File: src/rtl/snr_pkg.sv
// ----------------------------------------------------------------------------
// snr_pkg: shared types and constants of the spiking neuron RK4 step block
// Fixed-point constants, operand type of the shared multiplier, CSR indexes.
// ----------------------------------------------------------------------------
`default_nettype none
package snr_pkg;
   typedef logic signed [31:0] q_type;

   // Q15.16 constants
   localparam logic signed [31:0] K004    = 32'sd2621;
   localparam logic signed [31:0] KSixth  = 32'sd10923;
   localparam logic signed [34:0] KHalf   = 35'sd32768;
   localparam logic signed [35:0] K140    = 36'sd9175040;
   localparam logic signed [35:0] VPeak   = 36'sd1966080;

   // CSR indexes
   localparam logic [2:0] CsrRate  = 3'd0;
   localparam logic [2:0] CsrSens  = 3'd1;
   localparam logic [2:0] CsrReset = 3'd2;
   localparam logic [2:0] CsrJump  = 3'd3;
   localparam logic [2:0] CsrStep  = 3'd4;
   localparam logic [2:0] CsrRec   = 3'd5;

   // operands of the shared multiplier: signed 32 x signed 35
   // (op_b is wider so the weighted RK sum fits)
   typedef struct packed {
      logic signed [31:0] op_a;
      logic signed [34:0] op_b;
   } mul_req_type;

   // saturate a wide signed value to 32 bits
   function automatic q_type sat36(input logic signed [35:0] x);
      if (x > 36'sd2147483647) return 32'sh7FFFFFFF;
      else if (x < -36'sd2147483648) return 32'sh80000000;
      else return x[31:0];
   endfunction
endpackage
`default_nettype wire

File: src/rtl/snr_if.sv
// ----------------------------------------------------------------------------
// snr_if: valid/ready channel interfaces of the neuron block
// Request, response and CSR write channels.
// ----------------------------------------------------------------------------
`default_nettype none
interface snr_req_if;
   logic        valid;
   logic        ready;
   logic        mode;
   logic [31:0] input_current;
   logic [31:0] sim_time;
   logic [31:0] initial_potential;
   logic [31:0] initial_recovery;
   modport source(output valid, mode, input_current, sim_time, initial_potential,
      initial_recovery, input ready);
   modport sink(input valid, mode, input_current, sim_time, initial_potential,
      initial_recovery, output ready);
endinterface

interface snr_rsp_if;
   logic        valid;
   logic        ready;
   logic [31:0] potential_out;
   logic [31:0] recovery_out;
   logic        spiked;
   logic        spike_recorded;
   logic        not_loaded_error;
   modport source(output valid, potential_out, recovery_out, spiked, spike_recorded,
      not_loaded_error, input ready);
   modport sink(input valid, potential_out, recovery_out, spiked, spike_recorded,
      not_loaded_error, output ready);
endinterface

interface snr_csr_if;
   logic        valid;
   logic        ready;
   logic [2:0]  index;
   logic [31:0] data;
   modport source(output valid, index, data, input ready);
   modport sink(input valid, index, data, output ready);
endinterface
`default_nettype wire

File: src/rtl/snr_qmul.sv
// ----------------------------------------------------------------------------
// snr_qmul: shared Q15.16 multiplier
// One registered product per cycle, rounded half up and saturated to 32 bits.
// ----------------------------------------------------------------------------
`default_nettype none
module snr_qmul (
   input  wire logic                 clock,
   input  wire snr_pkg::mul_req_type mul_req,
   output snr_pkg::q_type            product
);
   logic signed [66:0] full;
   logic signed [50:0] shifted;
   snr_pkg::q_type     prod_ff, prod_in;

   // rounding: adding one half then an arithmetic shift (floor) rounds half up
   always_comb begin
      full    = mul_req.op_a * mul_req.op_b + 67'sd32768;
      shifted = full[66:16];
      if (shifted > 51'sd2147483647)       prod_in = 32'sh7FFFFFFF;
      else if (shifted < -51'sd2147483648) prod_in = 32'sh80000000;
      else                                  prod_in = shifted[31:0];
   end

   always_ff @(posedge clock) begin
      prod_ff <= prod_in;
   end

   assign product = prod_ff;
endmodule
`default_nettype wire

File: src/rtl/spiking_neuron_rk4_step.sv
// ----------------------------------------------------------------------------
// spiking_neuron_rk4_step: one Izhikevich neuron, one RK4 step per request
// Sequencer around a single shared Q15.16 multiplier.
// ----------------------------------------------------------------------------
// Usage:
//  req channel: mode 1 loads potential and recovery; mode 0 integrates one
//  step with input_current; a spike at sim_time >= record_after is recorded.
//  rsp channel: one response per request with the new state and flags.
//  csr channel: writes parameters a, b, c, d, h and record_after; accepted
//  any time, meant to be written while idle.
//  Sequence: a load or an early step goes from acceptance through DONE to
//  RESP; an integration step runs 4 stages of 6 multiplies, 2 halvings in
//  each of the first two stages and 2 final multiplies: 30 multiplier
//  passes, each an ISSUE and a WAIT state, then DONE and RESP. The single
//  multiplier, fed back through its output register, sets this sequence.
//  A new request is taken only after the response, once the block is back
//  in idle.
//  One request is in flight at a time: req ready is low from acceptance until
//  the response is taken, so a stalled receiver holds the block.
//  Reset clears the state to zero, marks the neuron unloaded and restores the
//  parameter defaults.
// ----------------------------------------------------------------------------
`default_nettype none
module spiking_neuron_rk4_step (
   input wire logic clock,
   input wire logic reset,
   snr_req_if.sink   req,
   snr_rsp_if.source rsp,
   snr_csr_if.sink   csr
);
   typedef enum logic [2:0] {
      ST_IDLE, ST_ISSUE, ST_WAIT, ST_DONE, ST_RESP
   } state_type;

   // ops of one stage, then the two final ops
   typedef enum logic [3:0] {
      OP_SQ, OP_T, OP_BV, OP_FU, OP_K, OP_L, OP_HK, OP_HL, OP_SV, OP_SU
   } op_type;

   state_type state_ff;
   op_type    op_ff;
   logic [1:0] stage_ff;

   // parameters
   logic [16:0] rate_ff, sens_ff, step_ff;
   logic signed [23:0] creset_ff;
   logic [20:0] jump_ff;
   logic [31:0] rec_after_ff;

   // neuron state and working registers
   snr_pkg::q_type v_ff, u_ff, vs_ff, us_ff, cur_ff;
   snr_pkg::q_type sq_ff, bv_ff, fv_ff, fu_ff, k_ff;
   logic signed [35:0] sv_ff, su_ff;
   logic loaded_ff;
   logic [31:0] time_ff;

   // response registers
   snr_pkg::q_type out_v_ff, out_u_ff;
   logic spk_ff, rec_ff, err_ff;

   snr_pkg::mul_req_type mreq;
   snr_pkg::q_type       prod;
   snr_qmul u_mul (.clock(clock), .mul_req(mreq), .product(prod));

   logic signed [35:0] fv_sum, diff, nv_sum, nu_sum;
   snr_pkg::q_type sat_fv, sat_diff, stage_v, stage_u, fin_v, fin_u;

   // operand select for the shared multiplier
   always_comb begin
      mreq.op_a = '0;
      mreq.op_b = '0;
      unique case (op_ff)
         OP_SQ: begin mreq.op_a = vs_ff; mreq.op_b = 35'(vs_ff); end
         OP_T:  begin mreq.op_a = snr_pkg::K004; mreq.op_b = 35'(sq_ff); end
         OP_BV: begin
            mreq.op_a = 32'($signed({1'b0, sens_ff}));
            mreq.op_b = 35'(vs_ff);
         end
         OP_FU: begin
            mreq.op_a = 32'($signed({1'b0, rate_ff}));
            mreq.op_b = 35'(sat_diff);
         end
         OP_K:  begin
            mreq.op_a = 32'($signed({1'b0, step_ff}));
            mreq.op_b = 35'(fv_ff);
         end
         OP_L:  begin
            mreq.op_a = 32'($signed({1'b0, step_ff}));
            mreq.op_b = 35'(fu_ff);
         end
         OP_HK: begin mreq.op_a = k_ff; mreq.op_b = snr_pkg::KHalf; end
         OP_HL: begin mreq.op_a = prod; mreq.op_b = snr_pkg::KHalf; end
         OP_SV: begin mreq.op_a = snr_pkg::KSixth; mreq.op_b = 35'(sv_ff); end
         OP_SU: begin mreq.op_a = snr_pkg::KSixth; mreq.op_b = 35'(su_ff); end
         default: begin mreq.op_a = '0; mreq.op_b = '0; end
      endcase
   end

   // sums around the multiplier
   always_comb begin
      fv_sum  = 36'(prod) + 36'(vs_ff) * 36'sd5 + snr_pkg::K140 - 36'(us_ff)
                + 36'(cur_ff);
      sat_fv  = snr_pkg::sat36(fv_sum);
      diff    = 36'(bv_ff) - 36'(us_ff);
      sat_diff = snr_pkg::sat36(diff);
      stage_v = snr_pkg::sat36(36'(v_ff) + 36'(prod));
      stage_u = snr_pkg::sat36(36'(u_ff) + 36'(prod));
      nv_sum  = 36'(v_ff) + 36'(prod);
      nu_sum  = 36'(u_ff) + 36'(prod);
      fin_v   = snr_pkg::sat36(nv_sum);
      fin_u   = snr_pkg::sat36(nu_sum);
   end

   // CSR writes
   assign csr.ready = 1'b1;
   always_ff @(posedge clock) begin
      if (reset) begin
         rate_ff      <= 17'd1311;
         sens_ff      <= 17'd13107;
         creset_ff    <= -24'sd4259840;
         jump_ff      <= 21'd524288;
         step_ff      <= 17'd6554;
         rec_after_ff <= 32'd10000;
      end else if (csr.valid) begin
         unique case (csr.index)
            snr_pkg::CsrRate:  rate_ff      <= csr.data[16:0];
            snr_pkg::CsrSens:  sens_ff      <= csr.data[16:0];
            snr_pkg::CsrReset: creset_ff    <= csr.data[23:0];
            snr_pkg::CsrJump:  jump_ff      <= csr.data[20:0];
            snr_pkg::CsrStep:  step_ff      <= csr.data[16:0];
            snr_pkg::CsrRec:   rec_after_ff <= csr.data;
            default: ;
         endcase
      end
   end

   assign req.ready            = (state_ff == ST_IDLE);
   assign rsp.valid            = (state_ff == ST_RESP);
   assign rsp.potential_out    = out_v_ff;
   assign rsp.recovery_out     = out_u_ff;
   assign rsp.spiked           = spk_ff;
   assign rsp.spike_recorded   = rec_ff;
   assign rsp.not_loaded_error = err_ff;

   // sequencer: ISSUE presents operands, WAIT consumes the registered product
   always_ff @(posedge clock) begin
      if (reset) begin
         state_ff  <= ST_IDLE;
         op_ff     <= OP_SQ;
         stage_ff  <= '0;
         loaded_ff <= 1'b0;
         v_ff      <= '0;
         u_ff      <= '0;
      end else begin
         unique case (state_ff)
            ST_IDLE: begin
               if (req.valid) begin
                  spk_ff <= 1'b0;
                  rec_ff <= 1'b0;
                  err_ff <= 1'b0;
                  cur_ff <= req.input_current;
                  time_ff <= req.sim_time;
                  vs_ff  <= v_ff;
                  us_ff  <= u_ff;
                  sv_ff  <= '0;
                  su_ff  <= '0;
                  stage_ff <= '0;
                  op_ff  <= OP_SQ;
                  if (req.mode) begin
                     v_ff <= req.initial_potential;
                     u_ff <= req.initial_recovery;
                     loaded_ff <= 1'b1;
                     state_ff <= ST_DONE;
                  end else if (!loaded_ff) begin
                     err_ff <= 1'b1;
                     state_ff <= ST_DONE;
                  end else begin
                     state_ff <= ST_ISSUE;
                  end
               end
            end
            ST_ISSUE: state_ff <= ST_WAIT;
            ST_WAIT: begin
               state_ff <= ST_ISSUE;
               unique case (op_ff)
                  OP_SQ: begin sq_ff <= prod; op_ff <= OP_T; end
                  OP_T:  begin fv_ff <= sat_fv; op_ff <= OP_BV; end
                  OP_BV: begin bv_ff <= prod; op_ff <= OP_FU; end
                  OP_FU: begin fu_ff <= prod; op_ff <= OP_K; end
                  OP_K: begin
                     k_ff <= prod;
                     sv_ff <= (stage_ff == 2'd0 || stage_ff == 2'd3) ?
                        sv_ff + 36'(prod) : sv_ff + 36'(prod) + 36'(prod);
                     op_ff <= OP_L;
                  end
                  OP_L: begin
                     su_ff <= (stage_ff == 2'd0 || stage_ff == 2'd3) ?
                        su_ff + 36'(prod) : su_ff + 36'(prod) + 36'(prod);
                     if (stage_ff == 2'd3) begin
                        op_ff <= OP_SV;
                     end else if (stage_ff == 2'd2) begin
                        // full-step stage: add k3, l3 directly
                        vs_ff <= snr_pkg::sat36(36'(v_ff) + 36'(k_ff));
                        us_ff <= stage_u;
                        stage_ff <= stage_ff + 2'd1;
                        op_ff <= OP_SQ;
                     end else begin
                        // half l is formed on the next pass from the held product
                        op_ff <= OP_HL;
                     end
                  end
                  OP_HL: begin
                     us_ff <= stage_u;
                     op_ff <= OP_HK;
                  end
                  OP_HK: begin
                     vs_ff <= stage_v;
                     stage_ff <= stage_ff + 2'd1;
                     op_ff <= OP_SQ;
                  end
                  OP_SV: begin
                     vs_ff <= fin_v;
                     op_ff <= OP_SU;
                  end
                  OP_SU: begin
                     if (36'(vs_ff) >= snr_pkg::VPeak) begin
                        v_ff <= 32'(creset_ff);
                        u_ff <= snr_pkg::sat36(36'(fin_u) + 36'($signed({1'b0, jump_ff})));
                        spk_ff <= 1'b1;
                        rec_ff <= (time_ff >= rec_after_ff);
                     end else begin
                        v_ff <= vs_ff;
                        u_ff <= fin_u;
                     end
                     state_ff <= ST_DONE;
                  end
                  default: state_ff <= ST_DONE;
               endcase
            end
            ST_DONE: begin
               out_v_ff <= v_ff;
               out_u_ff <= u_ff;
               state_ff <= ST_RESP;
            end
            ST_RESP: if (rsp.ready) state_ff <= ST_IDLE;
            default: state_ff <= ST_IDLE;
         endcase
      end
   end

   // response only while a request is held
   assert property (@(posedge clock) disable iff (reset) rsp.valid |-> !req.ready)
      else $error("response while idle");
   // an early step never spikes
   assert property (@(posedge clock) disable iff (reset)
      (rsp.valid && rsp.not_loaded_error) |-> !rsp.spiked)
      else $error("error response with spike");
   // recording implies a spike
   assert property (@(posedge clock) disable iff (reset)
      (rsp.valid && rsp.spike_recorded) |-> rsp.spiked)
      else $error("recorded without spike");
endmodule
`default_nettype wire
File: src/flat_wrapper.sv
// flat-port wrapper written by rule: the top's interface ports become plain ports
module spiking_neuron_rk4_step_flat 
  (clock, reset, req_valid, req_mode, req_input_current, req_sim_time, req_initial_potential, req_initial_recovery, req_ready, rsp_valid, rsp_potential_out, rsp_recovery_out, rsp_spiked, rsp_spike_recorded, rsp_not_loaded_error, rsp_ready, csr_valid, csr_index, csr_data, csr_ready);
  snr_req_if req_i ();
  snr_rsp_if rsp_i ();
  snr_csr_if csr_i ();
  input wire logic clock;
  input wire logic reset;
  input wire logic [$bits(req_i.valid)-1:0] req_valid;
  input wire logic [$bits(req_i.mode)-1:0] req_mode;
  input wire logic [$bits(req_i.input_current)-1:0] req_input_current;
  input wire logic [$bits(req_i.sim_time)-1:0] req_sim_time;
  input wire logic [$bits(req_i.initial_potential)-1:0] req_initial_potential;
  input wire logic [$bits(req_i.initial_recovery)-1:0] req_initial_recovery;
  output wire logic [$bits(req_i.ready)-1:0] req_ready;
  output wire logic [$bits(rsp_i.valid)-1:0] rsp_valid;
  output wire logic [$bits(rsp_i.potential_out)-1:0] rsp_potential_out;
  output wire logic [$bits(rsp_i.recovery_out)-1:0] rsp_recovery_out;
  output wire logic [$bits(rsp_i.spiked)-1:0] rsp_spiked;
  output wire logic [$bits(rsp_i.spike_recorded)-1:0] rsp_spike_recorded;
  output wire logic [$bits(rsp_i.not_loaded_error)-1:0] rsp_not_loaded_error;
  input wire logic [$bits(rsp_i.ready)-1:0] rsp_ready;
  input wire logic [$bits(csr_i.valid)-1:0] csr_valid;
  input wire logic [$bits(csr_i.index)-1:0] csr_index;
  input wire logic [$bits(csr_i.data)-1:0] csr_data;
  output wire logic [$bits(csr_i.ready)-1:0] csr_ready;
  assign req_i.valid = req_valid;
  assign req_i.mode = req_mode;
  assign req_i.input_current = req_input_current;
  assign req_i.sim_time = req_sim_time;
  assign req_i.initial_potential = req_initial_potential;
  assign req_i.initial_recovery = req_initial_recovery;
  assign req_ready = req_i.ready;
  assign rsp_valid = rsp_i.valid;
  assign rsp_potential_out = rsp_i.potential_out;
  assign rsp_recovery_out = rsp_i.recovery_out;
  assign rsp_spiked = rsp_i.spiked;
  assign rsp_spike_recorded = rsp_i.spike_recorded;
  assign rsp_not_loaded_error = rsp_i.not_loaded_error;
  assign rsp_i.ready = rsp_ready;
  assign csr_i.valid = csr_valid;
  assign csr_i.index = csr_index;
  assign csr_i.data = csr_data;
  assign csr_ready = csr_i.ready;
  spiking_neuron_rk4_step u_core (.clock(clock), .reset(reset), .req(req_i), .rsp(rsp_i), .csr(csr_i));
endmodule
File: config.mk
export PLATFORM = sky130hd
export DESIGN_NAME = spiking_neuron_rk4_step_flat
export DESIGN_NICKNAME = d
export VERILOG_FILES = /design/src/rtl/snr_pkg.sv /design/src/rtl/snr_if.sv /design/src/rtl/snr_qmul.sv /design/src/rtl/spiking_neuron_rk4_step.sv /design/src/flat_wrapper.sv
export SDC_FILE = /design/constraint.sdc
export NUM_CORES = 2
export LEC_CHECK = 0
export BUFFER_PORTS_ARGS = -buffer_cell sky130_fd_sc_hd__buf_2
export CAP_MARGIN = 20
export CORE_MARGIN = 2
export CORE_UTILIZATION = 52
export CTS_BUF_LIST = sky130_fd_sc_hd__clkbuf_4 sky130_fd_sc_hd__clkbuf_8
export CTS_CLUSTER_SIZE = 8
export DETAILED_ROUTE_END_ITERATION = 7
export GPL_TIMING_DRIVEN = 0
export HOLD_SLACK_MARGIN = 0.1
export PLACE_DENSITY = 0.69
export SYNTH_ARGS = -nofsm -noshare
export SYNTH_HDL_FRONTEND = slang
export SYNTH_SLANG_ARGS = --single-unit
File: constraint.sdc
create_clock -name clock -period 21.9 [get_ports clock]
set_input_delay 1.095 -clock clock [delete_from_list [all_inputs] [get_ports clock]]
set_output_delay 1.095 -clock clock [all_outputs]
set_load 0.02 [all_outputs]
---- Word-level counts from Yosys, hierarchy flattened ----
Index checks and enable logic that the tools add are counted.
storage, ports and cells
  register bits after elaboration ......... 661
  output and inout bits ................... 70
  logic and storage cells ................. 191
cells by class
  add/sub/neg operators ................... 15
  $mul .................................... 2
  order comparisons ....................... 16
  equality and inequality tests ........... 33
  muxes and demuxes ....................... 64
  bitwise gates (word level) .............. 1
  reduce and logical (&&, ||, !) cells .... 31
operators by type and width
  operator                  count
  $mux W32                  26
  $pmux W67 S10             1
  $pmux W32 S2              6
  $gt A36 B32 Y1 const B    6
  $lt A36 B32 Y1 const B    6
  $add A36 B32 Y36          5
  $mux W36                  5
  $pmux W36 S2              2
  $add A32 B32 Y33          3
  $add A67 B17 Y67 const B  1
  $mul A32 B35 Y67          1
  $gt A51 B32 Y1 const B    1
  $lt A51 B32 Y1 const B    1
  $add A32 B36 Y36          1
  $add A36 B25 Y36 const B  1
  $mul A32 B4 Y36 const B   1
  $pmux W4 S9               1
  $sub A36 B32 Y36          1
  $add A32 B22 Y33          1
  $sub A32 B32 Y33          1
  $ge A32 B22 Y1 const B    1
  $ge A32 B32 Y1            1
  $reduce_and A3 Y1         8
  $eq A4 B3 Y1 const B      4
  other kinds (33)          77

---- Longest topological paths before layout ----
  depth after elaboration ................. 11
  mapped depth ............................ 54
  gate-level depth less buffers ........... 51

---- Hierarchy ----
A second synthesis with hierarchy kept.
second synthesis, totals
  cell total of the unflattened synthesis .. 9567
  area total of the unflattened synthesis .. 86729.4 um^2
by module, submodules not included
  module                   times used  cells each  area an instance (um^2)  seq. area each (um^2)
  spiking_neuron_rk4_step  1           5029        46036.7                  16806.1
  snr_qmul                 1           4538        40692.8                  640.6

---- Least setup slack after synthesis ----
No wires, ideal clock.
  path type ............................... register to register
  start point ............................. register u_core.us_ff[0]
  end point ............................... register u_core.u_mul.prod_ff[9], in the netlist u_core.u_mul.product[9]
  data arrival time ....................... 12062 ps
  setup slack ............................. 9711 ps
  stages on the path, launching flop included .. 48
  buffers on the path ..................... 3
  cell sequence ........................... edfxtp_1 -> ha_1 -> fa_1 -> nand2b_1 -> a21oi_1 -> o21ai_0 -> a211oi_2 -> o21ai_1 -> a31oi_2 -> nand2_1 -> nor2_1 -> clkbuf_1 -> nor2_1 -> o21ai_1 -> clkbuf_1 -> nand2_1 -> fa_1 -> inv_1 -> (+12 left out) -> a21o_1 -> a21o_1 -> a21o_1 -> a21oi_1 -> o21bai_1 -> a21o_1 -> a21o_1 -> or3b_2 -> nand2_1 -> o211ai_1 -> o211ai_1 -> a21boi_1 -> o41ai_1 -> xnor2_1 -> or4b_4 -> o41ai_4 -> buf_6 -> o211ai_2
on the way
  word-level cells in the longest chain between the ends .. 9
  elaborated cells between the ends (all ways) .. 11
  classes of those cells .................. 2 x add/sub; 1 x mul; 4 x order compare; 4 x mux
RTL lines
  item                    line                            source
  start, declared         spiking_neuron_rk4_step.sv:51   snr_pkg::q_type v_ff, u_ff, vs_ff, us_ff, cur_ff;
  start signal, assigned  spiking_neuron_rk4_step.sv:164  us_ff <= u_ff;
  start signal, assigned  spiking_neuron_rk4_step.sv:204  us_ff <= stage_u;
  start signal, assigned  spiking_neuron_rk4_step.sv:213  us_ff <= stage_u;
  $sub A32 B32 Y33 (*)    spiking_neuron_rk4_step.sv:104  diff = 36'(bv_ff) - 36'(us_ff);
  $lt A36 B32 Y1          snr_pkg.sv:34                   else if (x < -36'sd2147483648) return 32'sh80000000;
  $mux W32                snr_pkg.sv:34
  $mux W32 (*)            snr_pkg.sv:33                   if (x > 36'sd2147483647) return 32'sh7FFFFFFF;
  $pmux W67 S10 (*)       spiking_neuron_rk4_step.sv:72   unique case (op_ff)
  $mul A32 B35 Y67 (*)    snr_qmul.sv:17                  full = mul_req.op_a * mul_req.op_b + 67'sd32768;
  $add A67 B17 Y67 (*)    snr_qmul.sv:17
  $lt A51 B32 Y1          snr_qmul.sv:20                  else if (shifted < -51'sd2147483648) prod_in = 32'sh80000000;
  $mux W32                snr_qmul.sv:20
  end signal, assigned    snr_qmul.sv:25                  prod_ff <= prod_in;
  end, declared           snr_qmul.sv:13                  snr_pkg::q_type prod_ff, prod_in;
Every way passes the cells marked *; elsewhere a longest branch is shown, timed or not.
A chain may end at the register's enable or synchronous reset.

---- Worst setup path after layout ----
  start point ............................. register u_core.us_ff[0]
  end point ............................... register u_core.u_mul.prod_ff[28], in the netlist u_core.u_mul.product[28]
Same word-level chain as after synthesis.

==> impl_metrics.tcl <==
set metrics [dict create \
    status "completed" \
    placement_rows 149 \
    layout_commonest_cell "inv_1" \
    worst_slew_pin_slew_ns 1.419 \
    critical_path.max_fanout 10 \
    grt_pass1_wl_mm 510.8 \
    die_y_um 410.8 \
    cap_viol_max_count 0 \
    cts_setup_buffers 0 \
    cp_common_cell "fa_1" \
    cp_slowest_cell "buf_1" \
    area_delta_synth_final_pct 8.940 \
    final_area_um2 93740 \
    h-tree-depth 3 \
    synth_cell_types 107 \
    worstSetupPathType "reg2reg" \
    final_net_count 12103 \
    hold_depth 1 \
    placed_cell_area_um2 91130 \
    cts_root_buffer "clkbuf_8" \
    synth_area_per_cell_um2 8.967 \
    syn_nets 11680 \
    grt_max_degree 33 \
    synth_edf_count 425 \
    hold_class "in2reg" \
    ys_warn_count 0 \
    reg_top3 "u_core.su_ff x35, u_core.sv_ff x35" \
    rr_endpoint "u_core.u_mul.product[28]$_SDFF_PN1_" \
    synth_top_flop_cell "edfxtp_1" \
    die_area_um2 168700 \
    reg2reg_slack_ns 4.12 \
    fin_crit_sh 0.8119 \
    clk-insertion-delay-late_ns 0.92 \
    first_iter_violations 10137 \
    clk_pin_slew_ns 0.07 \
    cts_sinks 659 \
    initial_utilization 0.5227 \
    relSlewSlack 0.05283 \
    min_to "u_core.cur_ff[10]$_DFFE_PP_" \
    tns_ns 0 \
    core_um2 164600 \
    drtAntennaViolNets 0 \
    grt_usage 0.4228 \
    synth-seq-area-share 0.2028 \
    worstRegToRegCells 45 \
    postCtsHoldBufs 0 \
    routedWlPerCell_um 28.99 \
    drt_drc_violations_left 0 \
    hold_start "req_input_current[10]" \
    grt-ovfl-total 0 \
    grt_use_met1 0.5477 \
    post-route-util 0.5695 \
    drive_gt1_frac 0.06548 \
    rsz0062_at_grt "no" \
    ios 239 \
    grt_pass1_vias 74617 \
    cp-end-kind "flip-flop" \
    num_vias 75932 \
    crit_path_start_kind "flip-flop" \
    synthArstFlopShare 0 \
    max_freq_mhz 56.24 \
    report.final.slew_viol_count 0 \
    ctsResizeCount 0 \
    hold_violations 0 \
    mostFrequentLayoutCells "inv_1, nand2_1, fa_1" \
    place_hpwl_mm 293.1 \
    grt.busiest_layer "met2" \
    post_drt_via_cell_ratio 6.167 \
    setup_viol 0 \
    antenna_found_initial 32 \
    drtPass1Iterations 7 \
    synth_cells 9596 \
    io_buffers 237 \
    use_met2 0.6074 \
    gp_congestion 1.089 \
    worst_clock_skew_ns 0.08770 \
    clk_path_buf_depth 3 \
    cts_tree "done" \
    critPathArrivalTime_ns 18.54 \
    period_needed_ns 17.78 \
    synth_area_um2 86050 \
    cts_made_buffers 110 \
    timing.rr.start "u_core.us_ff[0]$_DFFE_PP_" \
    required_ns 22.66 \
    hold_slack_ns 0.3903 \
    wl_mm 357.0 \
    synth_seq_cells 659 \
    gr-usage-met3 0.1334 \
    slowest_delay_ns 0.92 \
    die_x_um 410.8 \
]
[synth_stat cells, drive strengths merged (12+ instances only)]
library cell | number | area share
xor2 | 98 | 0.010
o2111ai | 14 | 0.0014
o211ai | 91 | 0.0097
nor3 | 112 | 0.0066
nor2b | 57 | 0.0041
clkbuf | 372 | 0.017
o21bai | 69 | 0.0060
a22oi | 52 | 0.0045
nand2b | 63 | 0.0046
and3 | 51 | 0.0037
o31ai | 39 | 0.0034
edfxtp | 425 | 0.15
ha | 631 | 0.092
a211o | 25 | 0.0026
a221oi | 25 | 0.0026
a222oi | 23 | 0.0027
nand3b | 44 | 0.0038
xnor2 | 235 | 0.024
a31oi | 58 | 0.0046
nand3 | 153 | 0.0089
a2111oi | 12 | 0.0015
a21o | 169 | 0.015
buf | 43 | 0.0028
nand2 | 1444 | 0.063
and2 | 61 | 0.0044
mux2i | 39 | 0.0045
and4 | 13 | 0.0013
inv | 1630 | 0.071
fa | 1284 | 0.30
a21boi | 13 | 0.0011
a211oi | 72 | 0.0066
or3 | 31 | 0.0023
or2 | 21 | 0.0015
o21a | 49 | 0.0043
mux2 | 17 | 0.0022
o21ai | 218 | 0.013
a311oi | 14 | 0.0014
nor2 | 732 | 0.032
dfxtp | 234 | 0.054
a21oi | 633 | 0.037
nand4 | 59 | 0.0044
[cells by family (layout without fill, tap and decap cells)]
kind of cell | after synthesis | after routing | synth area share
simple gates | 2884 | 2884 | 0.1446
buf+inv | 2052 | 2566 | 0.09156
fa+ha+maj | 1921 | 1921 | 0.3912
flops | 659 | 659 | 0.2028
compound gates | 1690 | 1690 | 0.1292
mux | 56 | 56 | 0.006761
xor+xnor | 333 | 333 | 0.03389
other cells | 1 | 15 | 0.00004358
[layout make-up]
type,instances,area [um^2]
diodes,14,35.03
plain buffers,419,1749
clock buffers,172,2105
clock inverters,31,326.6
fillers,14958,70880
inverters,1633,6130
multi-input cells,6885,60890
flip-flops and latches,659,17460
well taps,2189,2739
repair buffers,311,2303
[through the flow]
step / worst slack [ns] / instances
after global placement: 3.944 / 12022
after CTS: 4.044 / 12289
after global routing: 3.871 / 12300
after floorplan: 9.711 / 9596
final: 4.119 / 12313
after detailed placement: 4.161 / 12086
[critical path: cells and delay by family (launching register included)]
| family | cells | cell delay (ns) |
|---|---|---|
| AOI/OAI and AO/OA | 17 | 5.56 |
| adders and majority gates | 11 | 5.41 |
| buffers and inverters | 10 | 3.54 |
| DFF | 1 | 0.67 |
| and+or+nand+nor | 7 | 2.45 |
[worst max-delay path by stage]
| stage | start | end | slack (ns) | cells after the start |
|---|---|---|---|---|
| floorplan | u_core.us_ff[0]$_DFFE_PP_ | u_core.u_mul.product[9]$_SDFF_PN1_ | 9.71 | 47 |
| global route | u_core.us_ff[0]$_DFFE_PP_ | u_core.u_mul.product[24]$_SDFF_PN1_ | 3.87 | 44 |
| global placement | u_core.us_ff[0]$_DFFE_PP_ | u_core.u_mul.product[28]$_SDFF_PN1_ | 3.94 | 44 |
| detailed placement | u_core.us_ff[0]$_DFFE_PP_ | u_core.u_mul.product[28]$_SDFF_PN1_ | 4.16 | 44 |
| finish | u_core.us_ff[0]$_DFFE_PP_ | u_core.u_mul.product[28]$_SDFF_PN1_ | 4.12 | 45 |
| CTS | u_core.us_ff[0]$_DFFE_PP_ | u_core.u_mul.product[28]$_SDFF_PN1_ | 4.04 | 44 |
[routing by layer]
layer  up-vias  share of wire  routed length [um]
li1      32041              -                   -
met1     37462           0.36              128900
met2      5237           0.41              146300
met3      1168           0.14               51740
met4        24          0.084               29860
met5         -        0.00050                 180
Power is not shown: default switching activity piles up to over one toggle a cycle in this logic, so the estimate is an artifact.
